<file path="src/rtl/core/pgsd_pkg.sv">
// Shared types, constants and Gold sequence helper functions for the PDSCH scrambler.
// Used by pgsd_cfg_regs, pgsd_gold_gen and the top level under rtl/core; depends on nothing else.
package pgsd_pkg;

	localparam int GOLD_W    = 31;
	localparam int GOLD_JUMP = 1600;
	localparam int CFG_W     = 16;
	localparam int CFG_IDX_W = 3;

	typedef logic [GOLD_W-1:0] gold_t;
	typedef logic [GOLD_W-1:0][GOLD_W-1:0] gold_cols_t;

	// Configuration register indexes.
	typedef enum logic [CFG_IDX_W-1:0] {
		CFG_DIRECTION     = 3'd0,
		CFG_MBSFN_MODE    = 3'd1,
		CFG_RNTI          = 3'd2,
		CFG_CODEWORD      = 3'd3,
		CFG_SLOT_NUMBER   = 3'd4,
		CFG_CELL_ID       = 3'd5,
		CFG_MBSFN_AREA_ID = 3'd6
	} cfg_idx_t;

	typedef struct packed {
		logic        direction;
		logic        mbsfn_mode;
		logic [15:0] rnti;
		logic        codeword;
		logic [4:0]  slot_number;
		logic [8:0]  cell_id;
		logic [7:0]  mbsfn_area_id;
	} cfg_t;

	// One step of x1: x1(n+31) = x1(n+3) ^ x1(n).
	function automatic gold_t x1_step(input gold_t x);
		return {x[0] ^ x[3], x[GOLD_W-1:1]};
	endfunction

	// One step of x2: x2(n+31) = x2(n+3) ^ x2(n+2) ^ x2(n+1) ^ x2(n).
	function automatic gold_t x2_step(input gold_t x);
		return {x[0] ^ x[1] ^ x[2] ^ x[3], x[GOLD_W-1:1]};
	endfunction

	// x1 after the jump from the fixed start value of one; evaluated at elaboration.
	function automatic gold_t x1_jump_value();
		gold_t v;
		v = gold_t'(1);
		for (int n = 0; n < GOLD_JUMP; n++) begin
			v = x1_step(v);
		end
		return v;
	endfunction

	// Column j holds x2 after the jump when started from the unit vector j.
	// The jump is linear, so the jumped x2 is the XOR of columns picked by c_init.
	function automatic gold_cols_t x2_jump_cols();
		gold_cols_t cols;
		gold_t      v;
		for (int j = 0; j < GOLD_W; j++) begin
			v = gold_t'(1) << j;
			for (int n = 0; n < GOLD_JUMP; n++) begin
				v = x2_step(v);
			end
			cols[j] = v;
		end
		return cols;
	endfunction

	localparam gold_t      X1_JUMP  = x1_jump_value();
	localparam gold_cols_t X2_JCOLS = x2_jump_cols();

endpackage

</file>
<file path="src/rtl/core/pgsd_cfg_regs.sv">
// Configuration register file of the PDSCH scrambler, written through a plain write port.
// Depends on pgsd_pkg.
module pgsd_cfg_regs (
	input  logic                           clk,
	input  logic                           arst_n,
	input  logic                           cfg_wr_en,
	input  logic [pgsd_pkg::CFG_IDX_W-1:0] cfg_index,
	input  logic [pgsd_pkg::CFG_W-1:0]     cfg_data,
	output pgsd_pkg::cfg_t                 cfg
);

	pgsd_pkg::cfg_t cfg_q;

	always_ff @(posedge clk or negedge arst_n) begin
		if (!arst_n) begin
			cfg_q <= '0;
		end else if (cfg_wr_en) begin
			case (pgsd_pkg::cfg_idx_t'(cfg_index))
				pgsd_pkg::CFG_DIRECTION:     cfg_q.direction     <= cfg_data[0];
				pgsd_pkg::CFG_MBSFN_MODE:    cfg_q.mbsfn_mode    <= cfg_data[0];
				pgsd_pkg::CFG_RNTI:          cfg_q.rnti          <= cfg_data[15:0];
				pgsd_pkg::CFG_CODEWORD:      cfg_q.codeword      <= cfg_data[0];
				pgsd_pkg::CFG_SLOT_NUMBER:   cfg_q.slot_number   <= cfg_data[4:0];
				pgsd_pkg::CFG_CELL_ID:       cfg_q.cell_id       <= cfg_data[8:0];
				pgsd_pkg::CFG_MBSFN_AREA_ID: cfg_q.mbsfn_area_id <= cfg_data[7:0];
				default: ;
			endcase
		end
	end

	assign cfg = cfg_q;

endmodule

</file>
<file path="src/rtl/core/pgsd_gold_gen.sv">
// Gold sequence generator: holds x1 and x2, restarts from c_init with the 1600-step jump
// folded into constant column tables, and steps once per processed item. Depends on pgsd_pkg.
module pgsd_gold_gen (
	input  logic           clk,
	input  logic           arst_n,
	input  pgsd_pkg::cfg_t cfg,
	input  logic           step,
	input  logic           first,
	output logic           c
);

	pgsd_pkg::gold_t x1_q, x2_q;
	pgsd_pkg::gold_t cinit, x2_jump, cur_x1, cur_x2;

	// The fields of c_init do not overlap, so the sums are plain concatenations.
	always_comb begin
		if (cfg.mbsfn_mode) begin
			cinit = {18'd0, cfg.slot_number[4:1], 1'b0, cfg.mbsfn_area_id};
		end else begin
			cinit = {1'b0, cfg.rnti, cfg.codeword, cfg.slot_number[4:1], cfg.cell_id};
		end
	end

	always_comb begin
		x2_jump = '0;
		for (int j = 0; j < pgsd_pkg::GOLD_W; j++) begin
			if (cinit[j]) begin
				x2_jump = x2_jump ^ pgsd_pkg::X2_JCOLS[j];
			end
		end
	end

	assign cur_x1 = first ? pgsd_pkg::X1_JUMP : x1_q;
	assign cur_x2 = first ? x2_jump : x2_q;
	assign c      = cur_x1[0] ^ cur_x2[0];

	always_ff @(posedge clk or negedge arst_n) begin
		if (!arst_n) begin
			x1_q <= '0;
			x2_q <= '0;
		end else if (step) begin
			x1_q <= pgsd_pkg::x1_step(cur_x1);
			x2_q <= pgsd_pkg::x2_step(cur_x2);
		end
	end

endmodule

</file>
<file path="src/rtl/core/pgsd_sample_map.sv">
// Applies one Gold bit to a sample: XOR on the hard bit when scrambling, sign flip with
// saturation on the LLR when descrambling. Depends on no other file.
module pgsd_sample_map #(
	parameter int SAMPLE_WIDTH = 16
) (
	input  logic                           direction,
	input  logic                           c,
	input  logic signed [SAMPLE_WIDTH-1:0] sample_in,
	output logic signed [SAMPLE_WIDTH-1:0] sample_out
);

	localparam logic [SAMPLE_WIDTH-1:0] MOST_NEG = {1'b1, {(SAMPLE_WIDTH-1){1'b0}}};
	localparam logic [SAMPLE_WIDTH-1:0] MOST_POS = {1'b0, {(SAMPLE_WIDTH-1){1'b1}}};

	always_comb begin
		if (!direction) begin
			sample_out = '0;
			sample_out[0] = sample_in[0] ^ c;
		end else if (c) begin
			sample_out = sample_in;
		end else if (sample_in == MOST_NEG) begin
			// The most negative value has no positive counterpart.
			sample_out = MOST_POS;
		end else begin
			sample_out = -sample_in;
		end
	end

endmodule

</file>
<file path="src/rtl/core/pdsch_gold_scrambler_descrambler.sv">
// Top level of the PDSCH Gold sequence scrambler and descrambler.
// Depends on pgsd_pkg, pgsd_cfg_regs, pgsd_gold_gen and pgsd_sample_map.
//
//  channel   | direction | handshake              | contents
//  s_axis    | in        | tvalid/tready          | tdata: sample_in; tlast: last_in; tuser: first
//  m_axis    | out       | tvalid/tready          | tdata: sample_out; tlast: last_out
//  cfg       | in        | cfg_wr_en, no wait     | cfg_index selects register, cfg_data value
//
// One item per cycle is sustained while m_axis_tready stays high. Each item passes the input
// register, then the result register, before it is valid on m_axis. A restart does not
// stall the flow because the 1600-step jump is a constant linear map. Reset clears the
// valid flags, the configuration and both sequence registers. A stall on m_axis holds the
// result register; one more item waits in the input register.
module pdsch_gold_scrambler_descrambler #(
	parameter int SAMPLE_WIDTH = 16
) (
	input  logic                           clk,
	input  logic                           arst_n,
	input  logic                           cfg_wr_en,
	input  logic [pgsd_pkg::CFG_IDX_W-1:0] cfg_index,
	input  logic [pgsd_pkg::CFG_W-1:0]     cfg_data,
	input  logic                           s_axis_tvalid,
	output logic                           s_axis_tready,
	// tdata fields from bit 0: sample_in, then zero fill to whole bytes.
	input  logic [((SAMPLE_WIDTH+7)/8)*8-1:0] s_axis_tdata,
	input  logic                           s_axis_tlast,
	// tuser fields from bit 0: first.
	input  logic                           s_axis_tuser,
	output logic                           m_axis_tvalid,
	input  logic                           m_axis_tready,
	// tdata fields from bit 0: sample_out, then zero fill to whole bytes.
	output logic [((SAMPLE_WIDTH+7)/8)*8-1:0] m_axis_tdata,
	output logic                           m_axis_tlast
);

	pgsd_pkg::cfg_t cfg;
	logic valid_s1, first_s1, last_s1;
	logic signed [SAMPLE_WIDTH-1:0] sample_s1;
	logic valid_s2, last_s2;
	logic signed [SAMPLE_WIDTH-1:0] sample_s2;
	logic signed [SAMPLE_WIDTH-1:0] mapped;
	logic adv_s1, c;

	pgsd_cfg_regs u_cfg (
		.clk       (clk),
		.arst_n    (arst_n),
		.cfg_wr_en (cfg_wr_en),
		.cfg_index (cfg_index),
		.cfg_data  (cfg_data),
		.cfg       (cfg)
	);

	assign adv_s1        = valid_s1 && (!valid_s2 || m_axis_tready);
	assign s_axis_tready = !valid_s1 || adv_s1;

	pgsd_gold_gen u_gold (
		.clk    (clk),
		.arst_n (arst_n),
		.cfg    (cfg),
		.step   (adv_s1),
		.first  (first_s1),
		.c      (c)
	);

	pgsd_sample_map #(.SAMPLE_WIDTH(SAMPLE_WIDTH)) u_map (
		.direction  (cfg.direction),
		.c          (c),
		.sample_in  (sample_s1),
		.sample_out (mapped)
	);

	always_ff @(posedge clk or negedge arst_n) begin
		if (!arst_n) begin
			valid_s1 <= 1'b0;
			valid_s2 <= 1'b0;
		end else begin
			if (s_axis_tready) begin
				valid_s1 <= s_axis_tvalid;
			end
			if (adv_s1) begin
				valid_s2 <= 1'b1;
			end else if (m_axis_tready) begin
				valid_s2 <= 1'b0;
			end
		end
	end

	always_ff @(posedge clk) begin
		if (s_axis_tready && s_axis_tvalid) begin
			first_s1  <= s_axis_tuser;
			last_s1   <= s_axis_tlast;
			sample_s1 <= s_axis_tdata[SAMPLE_WIDTH-1:0];
		end
		if (adv_s1) begin
			last_s2   <= last_s1;
			sample_s2 <= mapped;
		end
	end

	always_comb begin
		m_axis_tdata = '0;
		m_axis_tdata[SAMPLE_WIDTH-1:0] = sample_s2;
	end

	assign m_axis_tvalid = valid_s2;
	assign m_axis_tlast  = last_s2;

endmodule

</file>
<file path="config.mk">
export PLATFORM = sky130hd
export DESIGN_NAME = pdsch_gold_scrambler_descrambler
export DESIGN_NICKNAME = d
export VERILOG_FILES = /design/src/rtl/core/pgsd_pkg.sv /design/src/rtl/core/pgsd_cfg_regs.sv /design/src/rtl/core/pgsd_gold_gen.sv /design/src/rtl/core/pgsd_sample_map.sv /design/src/rtl/core/pdsch_gold_scrambler_descrambler.sv
export SDC_FILE = /design/constraint.sdc
export NUM_CORES = 1
export LEC_CHECK = 0
export ABC_CLOCK_PERIOD_IN_PS = 2550
export BUFFER_PORTS_ARGS = -buffer_cell sky130_fd_sc_hd__buf_2
export CORE_MARGIN = 3
export CORE_UTILIZATION = 25
export CTS_CLUSTER_DIAMETER = 50
export DETAILED_ROUTE_END_ITERATION = 16
export SYNTH_ARGS = -nofsm -noshare
export SYNTH_HDL_FRONTEND = slang
export SYNTH_SLANG_ARGS = --single-unit
</file>
<file path="constraint.sdc">
create_clock -name clk -period 2.55 [get_ports clk]
set_input_delay 0.1275 -clock clk [delete_from_list [all_inputs] [get_ports clk]]
set_output_delay 0.1275 -clock clk [all_outputs]
set_load 0.01 [all_outputs]
</file>
==> Yosys cells after proc, flatten, opt, wreduce, memory -nomap -nowiden <==
Cells that the tools add are included.
{ "classes": {"n_eq_ne": 7, "muxes": 39, "reduce_logical": 15, "n_bitwise": 36, "addsub": 1} }
{ "ops": {"columns": ["op", "count"], "rows": [
  ["$mux W31", 20],
  ["$mux W30", 5],
  ["$mux W29", 3],
  ["$not A11 Y11", 6],
  ["$mux W28", 2],
  ["$mux W27", 2],
  ["$not A18 Y18", 3],
  ["$not A9 Y9", 6],
  ["$mux W26", 2],
  ["$not A17 Y17", 3],
  ["$not A12 Y12", 3],
  ["$mux W16", 2],
  ["$not A10 Y10", 3],
  ["$not A14 Y14", 2],
  ["$not A19 Y19", 1],
  ["$eq A16 B16 Y1 const B", 1],
  ["$neg A16 Y16", 1],
  ["$not A16 Y16", 1],
  ["$not A15 Y15", 1],
  ["$reduce_and A2 Y1", 7],
  ["$not A13 Y13", 1],
  ["$eq A3 B3 Y1 const B", 3],
  ["$eq A3 B2 Y1 const B", 2],
  ["$xor A1 B1 Y1", 6],
  ["7 further kinds", 12]
]} }
{ "totals": {"elab_cells": 115, "input_bits": 42, "register_bits": 140} }

==> Longest topological paths before layout <==
{ "depth": {"ltp_word": 66, "depth_mapped": 11} }

==> Cells and area by module <==
A second synthesis with hierarchy kept.
{ "hier_totals": {"cells_unflattened": 766, "hier_area_um2": 8539.4} }
{ "by_module_without_submodules": {"columns": ["module", "area_per_inst_um2", "instances", "cells_per_inst"], "rows": [
  ["pgsd_gold_gen", 5216.3, 1, 556],
  ["pgsd_cfg_regs", 1654.1, 1, 93],
  ["pdsch_gold_scrambler_descrambler", 1154.9, 1, 43],
  ["pgsd_sample_map", 514.2, 1, 74]
]} }

==> Worst setup path before layout <==
OpenSTA, ideal clock, no wires.
{ "synth_path": {"path_type": "reg2reg", "from": "register sample_s1[0]", "to": "register sample_s2[14], in the netlist m_axis_tdata[14], data pin", "setup_slack_ns": -0.227, "arrival_ns": 2.502, "path_stages_with_launch": 10, "synth_period_minus_slack_ns": 2.777, "path_buffers": 0, "setup_ns": 0.275, "cell_sequence": "edfxtp_1 -> inv_1 -> ha_1 -> or3b_1 -> or3_1 -> or3_1 -> or3_1 -> or2_0 -> a21oi_1 -> a311oi_1"} }
{ "synth_between": {"elab_chain_len": 3} }
{ "synth_lines": {"columns": ["item", "line_no", "rtl"], "rows": [
  ["start: declaration", "pdsch_gold_scrambler_descrambler.sv:38", "logic signed [SAMPLE_WIDTH-1:0] sample_s1;"],
  ["start signal: assignment", "pdsch_gold_scrambler_descrambler.sv:92", "sample_s1 <= s_axis_tdata[SAMPLE_WIDTH-1:0];"],
  ["$neg A16 Y16 or $eq A16 B16 Y1 (tied branches)", "pgsd_sample_map.sv:25, pgsd_sample_map.sv:21", null],
  ["$mux W16 *", "pgsd_sample_map.sv:21", "end else if (sample_in == MOST_NEG) begin"],
  ["$mux W16 *", "pgsd_sample_map.sv:19", "end else if (c) begin"],
  ["end signal: assignment", "pdsch_gold_scrambler_descrambler.sv:96", "sample_s2 <= mapped;"],
  ["end: declaration", "pdsch_gold_scrambler_descrambler.sv:40", "logic signed [SAMPLE_WIDTH-1:0] sample_s2;"]
]} }
Every way passes the cells marked *; elsewhere a longest branch is shown, timed or not.
A chain may end at the register's enable or synchronous reset.

==> Worst setup path after layout <==
Ends and elaborated chain as after synthesis.

==> run metrics <==
TritonCTS Buffers 17; CP max FO 3; crit end category flip-flop; cell with the most instances after synthesis xnor2_1; IO Pins a little over 60; fmax roughly 0.37 GHz; Die Span Y approximately 190 um; Worst Skew roughly 10 ps; period utilisation layout 106%; GRT Util Overall between 10% and 20%; Final Max Slew Viols 0; worst path cell trace inv_1, ha_2, or3b_4, or3_4, or3_4, or3_1, or2_0, a21oi_1, a311oi_1; Final setup viols 11; EDFF count, synth 35; Worst Hold Depth 3; most frequent cells after synthesis xnor2_1, dfrtp_1, nand2_1; peak supply drop ~560 uV; area grow syn2layout 26.3%; power per cell area 1270 nW/um^2; die span in x about 190 um; Min-Delay Path Class input pin to flip-flop; CP delay by family, top simple AND/OR/NAND/NOR gates; HP Start m_axis_tready; DR WL/cell around 15 um; layout cells sized above 1 between 20% and 30%; Largest stage delay, worst path a little under 400 ps; Critical Path AT roughly 2900 ps; CORE AREA 32,100 sq um; Worst-Skew Late Latency around 430 ps; Main synth FF type dfrtp_1; Syn Std Cell Area roughly 8300 sq um; die footprint about 35,000 sq um; status complete, but fails checks; buffer and inverter count on the worst path 1; most frequent CP cell or3_4; fraction of registers with async set/reset around three quarters; total power around 13 mW; post-synth top area share a little under a third; Max-slew headroom a little under 60%; Distinct cells, synth 55; global route total overflow 0; CP Data Required Time ~2700 ps; largest net degree at the start of global routing 82; post-synthesis sequential area ratio between 40 and 50%; Yosys reg bits 139; dpl cells around 1,300; syn nets 833; warnings from Yosys 0; # DRC 0; Slew @ Worst Pin 612 ps; Clock Sinks 139; failing checks negative setup slack; Post-Syn Instances 790; R2R Path Start sample_s1[0]; fin util about a third; root buffer cell clkbuf_16; top post-synthesis cells by area dfrtp_1, xnor2_1, edfxtp_1; Critical Path Start Type flip-flop; Tmin final between 2000 and 3000 ps; GPL Wtd Cong between 0.8 and 0.9; R2R Setup Slk -160 ps; total wire length 19.8 mm; initial antenna violation count 0; final worst slack -161 ps; Initial DRC Count between 300 and 400; max_cap viols 0; post-DR vias/cell between 4 and 5; via count slightly below 6,000; via count of the first global-routing pass about 5,700; Hold Vio Cnt, Final 0; worst r2r path cells 9; Yosys top cell by area dfrtp_1; fin nets 959; post-route ant nets 0; RSZ-0062 raised after global routing true; antenna fix cells 0; Port-buffer cells 60; CTS H-Tree Depth 4; Non-Filler Instances about 1,400; Syn Area/Cell roughly 10 sq um; drt pass-1 iters 5; leak pwr about 4.3 nW; hpwl dp 14.3 mm; Clock Path Buffers 2; Clk pin slew, worst setup/hold paths approximately 70 ps; FP Rows 65; hold path endpoint valid_s1; initial cell density of the core 25.8%; reg2reg end m_axis_tdata[14]; CTS tree yes; kind of critical path flip-flop to flip-flop; Slowest cell on crit path or3_4; first-pass GRT wire length 31.4 mm
==> power breakdown <==
group	total [mW]	internal, mW	switching (mW)	leakage (nW)
registers	3.30	2.88	0.422	1.62
clock network	2.48	1.38	1.10	0.278
logic	7.49	3.81	3.69	2.37
==> cell families (layout without fill, tap and decap cells) <==
| logic type | count (synthesis) | count (layout) | synth area share (%) |
|---|---|---|---|
| simple gates | 201 | 201 | 11.3 |
| xor+xnor | 196 | 196 | 22.9 |
| flops | 139 | 139 | 44.2 |
| compound gates | 115 | 115 | 7.71 |
| mux | 75 | 75 | 10.1 |
| buf+inv | 63 | 202 | 3.80 |
| fa+ha+maj | 1 | 1 | 0.151 |
==> per-layer routing <==
layer  track usage (%)  part of all wire [%]  up-vias  wire length [um]
li1                  -                     -     2902                 -
met1              15.2                    47     2770              9280
met2              18.1                    48      118              9550
met3              2.49                   3.6       17               708
met4              3.20                   1.4        0               285
met5                 0                     0        -                 0
==> worst max path at each step <==
stage | start | endpoint | slack (ps) | cells after the start
2_1_floorplan | sample_s1[0] | m_axis_tdata[14] | -190 | 9
3_3_place_gp | sample_s1[0] | m_axis_tdata[14] | -100 | 9
3_5_place_dp | sample_s1[0] | m_axis_tdata[14] | -140 | 9
4_1_cts | sample_s1[0] | m_axis_tdata[9] | -150 | 10
5_1_grt | sample_s1[0] | m_axis_tdata[8] | -270 | 10
6_report | sample_s1[0] | m_axis_tdata[14] | -160 | 9
==> worst min-delay path, stage by stage <==
cell      delay, ps
buf_2            80
nand3b_1        130
nand2b_1         60
==> per-stage QoR <==
step | cell area (sq um) | hold slack [ps] | TNS (ps) | setup slack, ps
2_1_floorplan | 8280 | -168 | -990 | -186
3_3_place_gp | 9350 | 127 | -505 | -97.7
3_5_place_dp | 9350 | 130 | -819 | -136
4_1_cts | 10200 | 5.81 | -994 | -150
5_1_grt | 10500 | 15.9 | -2580 | -269
6_report | 10500 | 22.1 | -894 | -161
==> what timing repair did <==
| item | in CTS | in global routing |
|---|---|---|
| endpoints found under the setup margin | 13 | 21 |
| hold buffers | 31 | 0 |
| pin swaps | 1 | 29 |
| gates resized for setup | 0 | 27 |
| gates cloned | 0 | 1 |
| setup buffers | 0 | 11 |
| endpoints found under the hold margin | 72 | 0 |
==> final cells by class <==
type	instances	area, sq um
fillers	3234	21700
multi-input cells	588	4420
flip-flops and latches	139	3660
repair buffers	163	1220
well taps	435	544
clock buffers	17	425
clock inverters	15	159
inverters	7	26.3
==> registers in the layout, indices dropped and copies added, names as in the netlist <==
name / count
u_gold.x1_q: 31
m_axis_tdata: 16
u_cfg.cfg: 40
m_axis_tlast: 1
first_s1: 1
valid_s1: 1
m_axis_tvalid: 1
sample_s1: 16
last_s1: 1
u_gold.x2_q: 31
==> layout by cell type, fill, tap and decap left out, types with 3 or more instances in the layout <==
master           n
mux2_2          42
edfxtp_1        35
nor2_1          50
nand4b_1         3
clkinv_4         3
o21ai_0         70
nand2_1         77
xnor3_1         10
buf_12           3
xnor2_1        128
nor3_1          10
and2_1           3
buf_4           66
a311oi_1         7
or3_1            3
nand2b_1        28
nor2_2           3
a21oi_2          5
clkbuf_16       18
mux2i_1         29
dlygate4sd3_1   31
buf_2           59
inv_6            5
o21ai_1          6
inv_1            6
a211oi_1         3
xor2_1          53
a21oi_1         12
dfrtp_1        102
No activity file was read; power rests on OpenSTA's default activity.
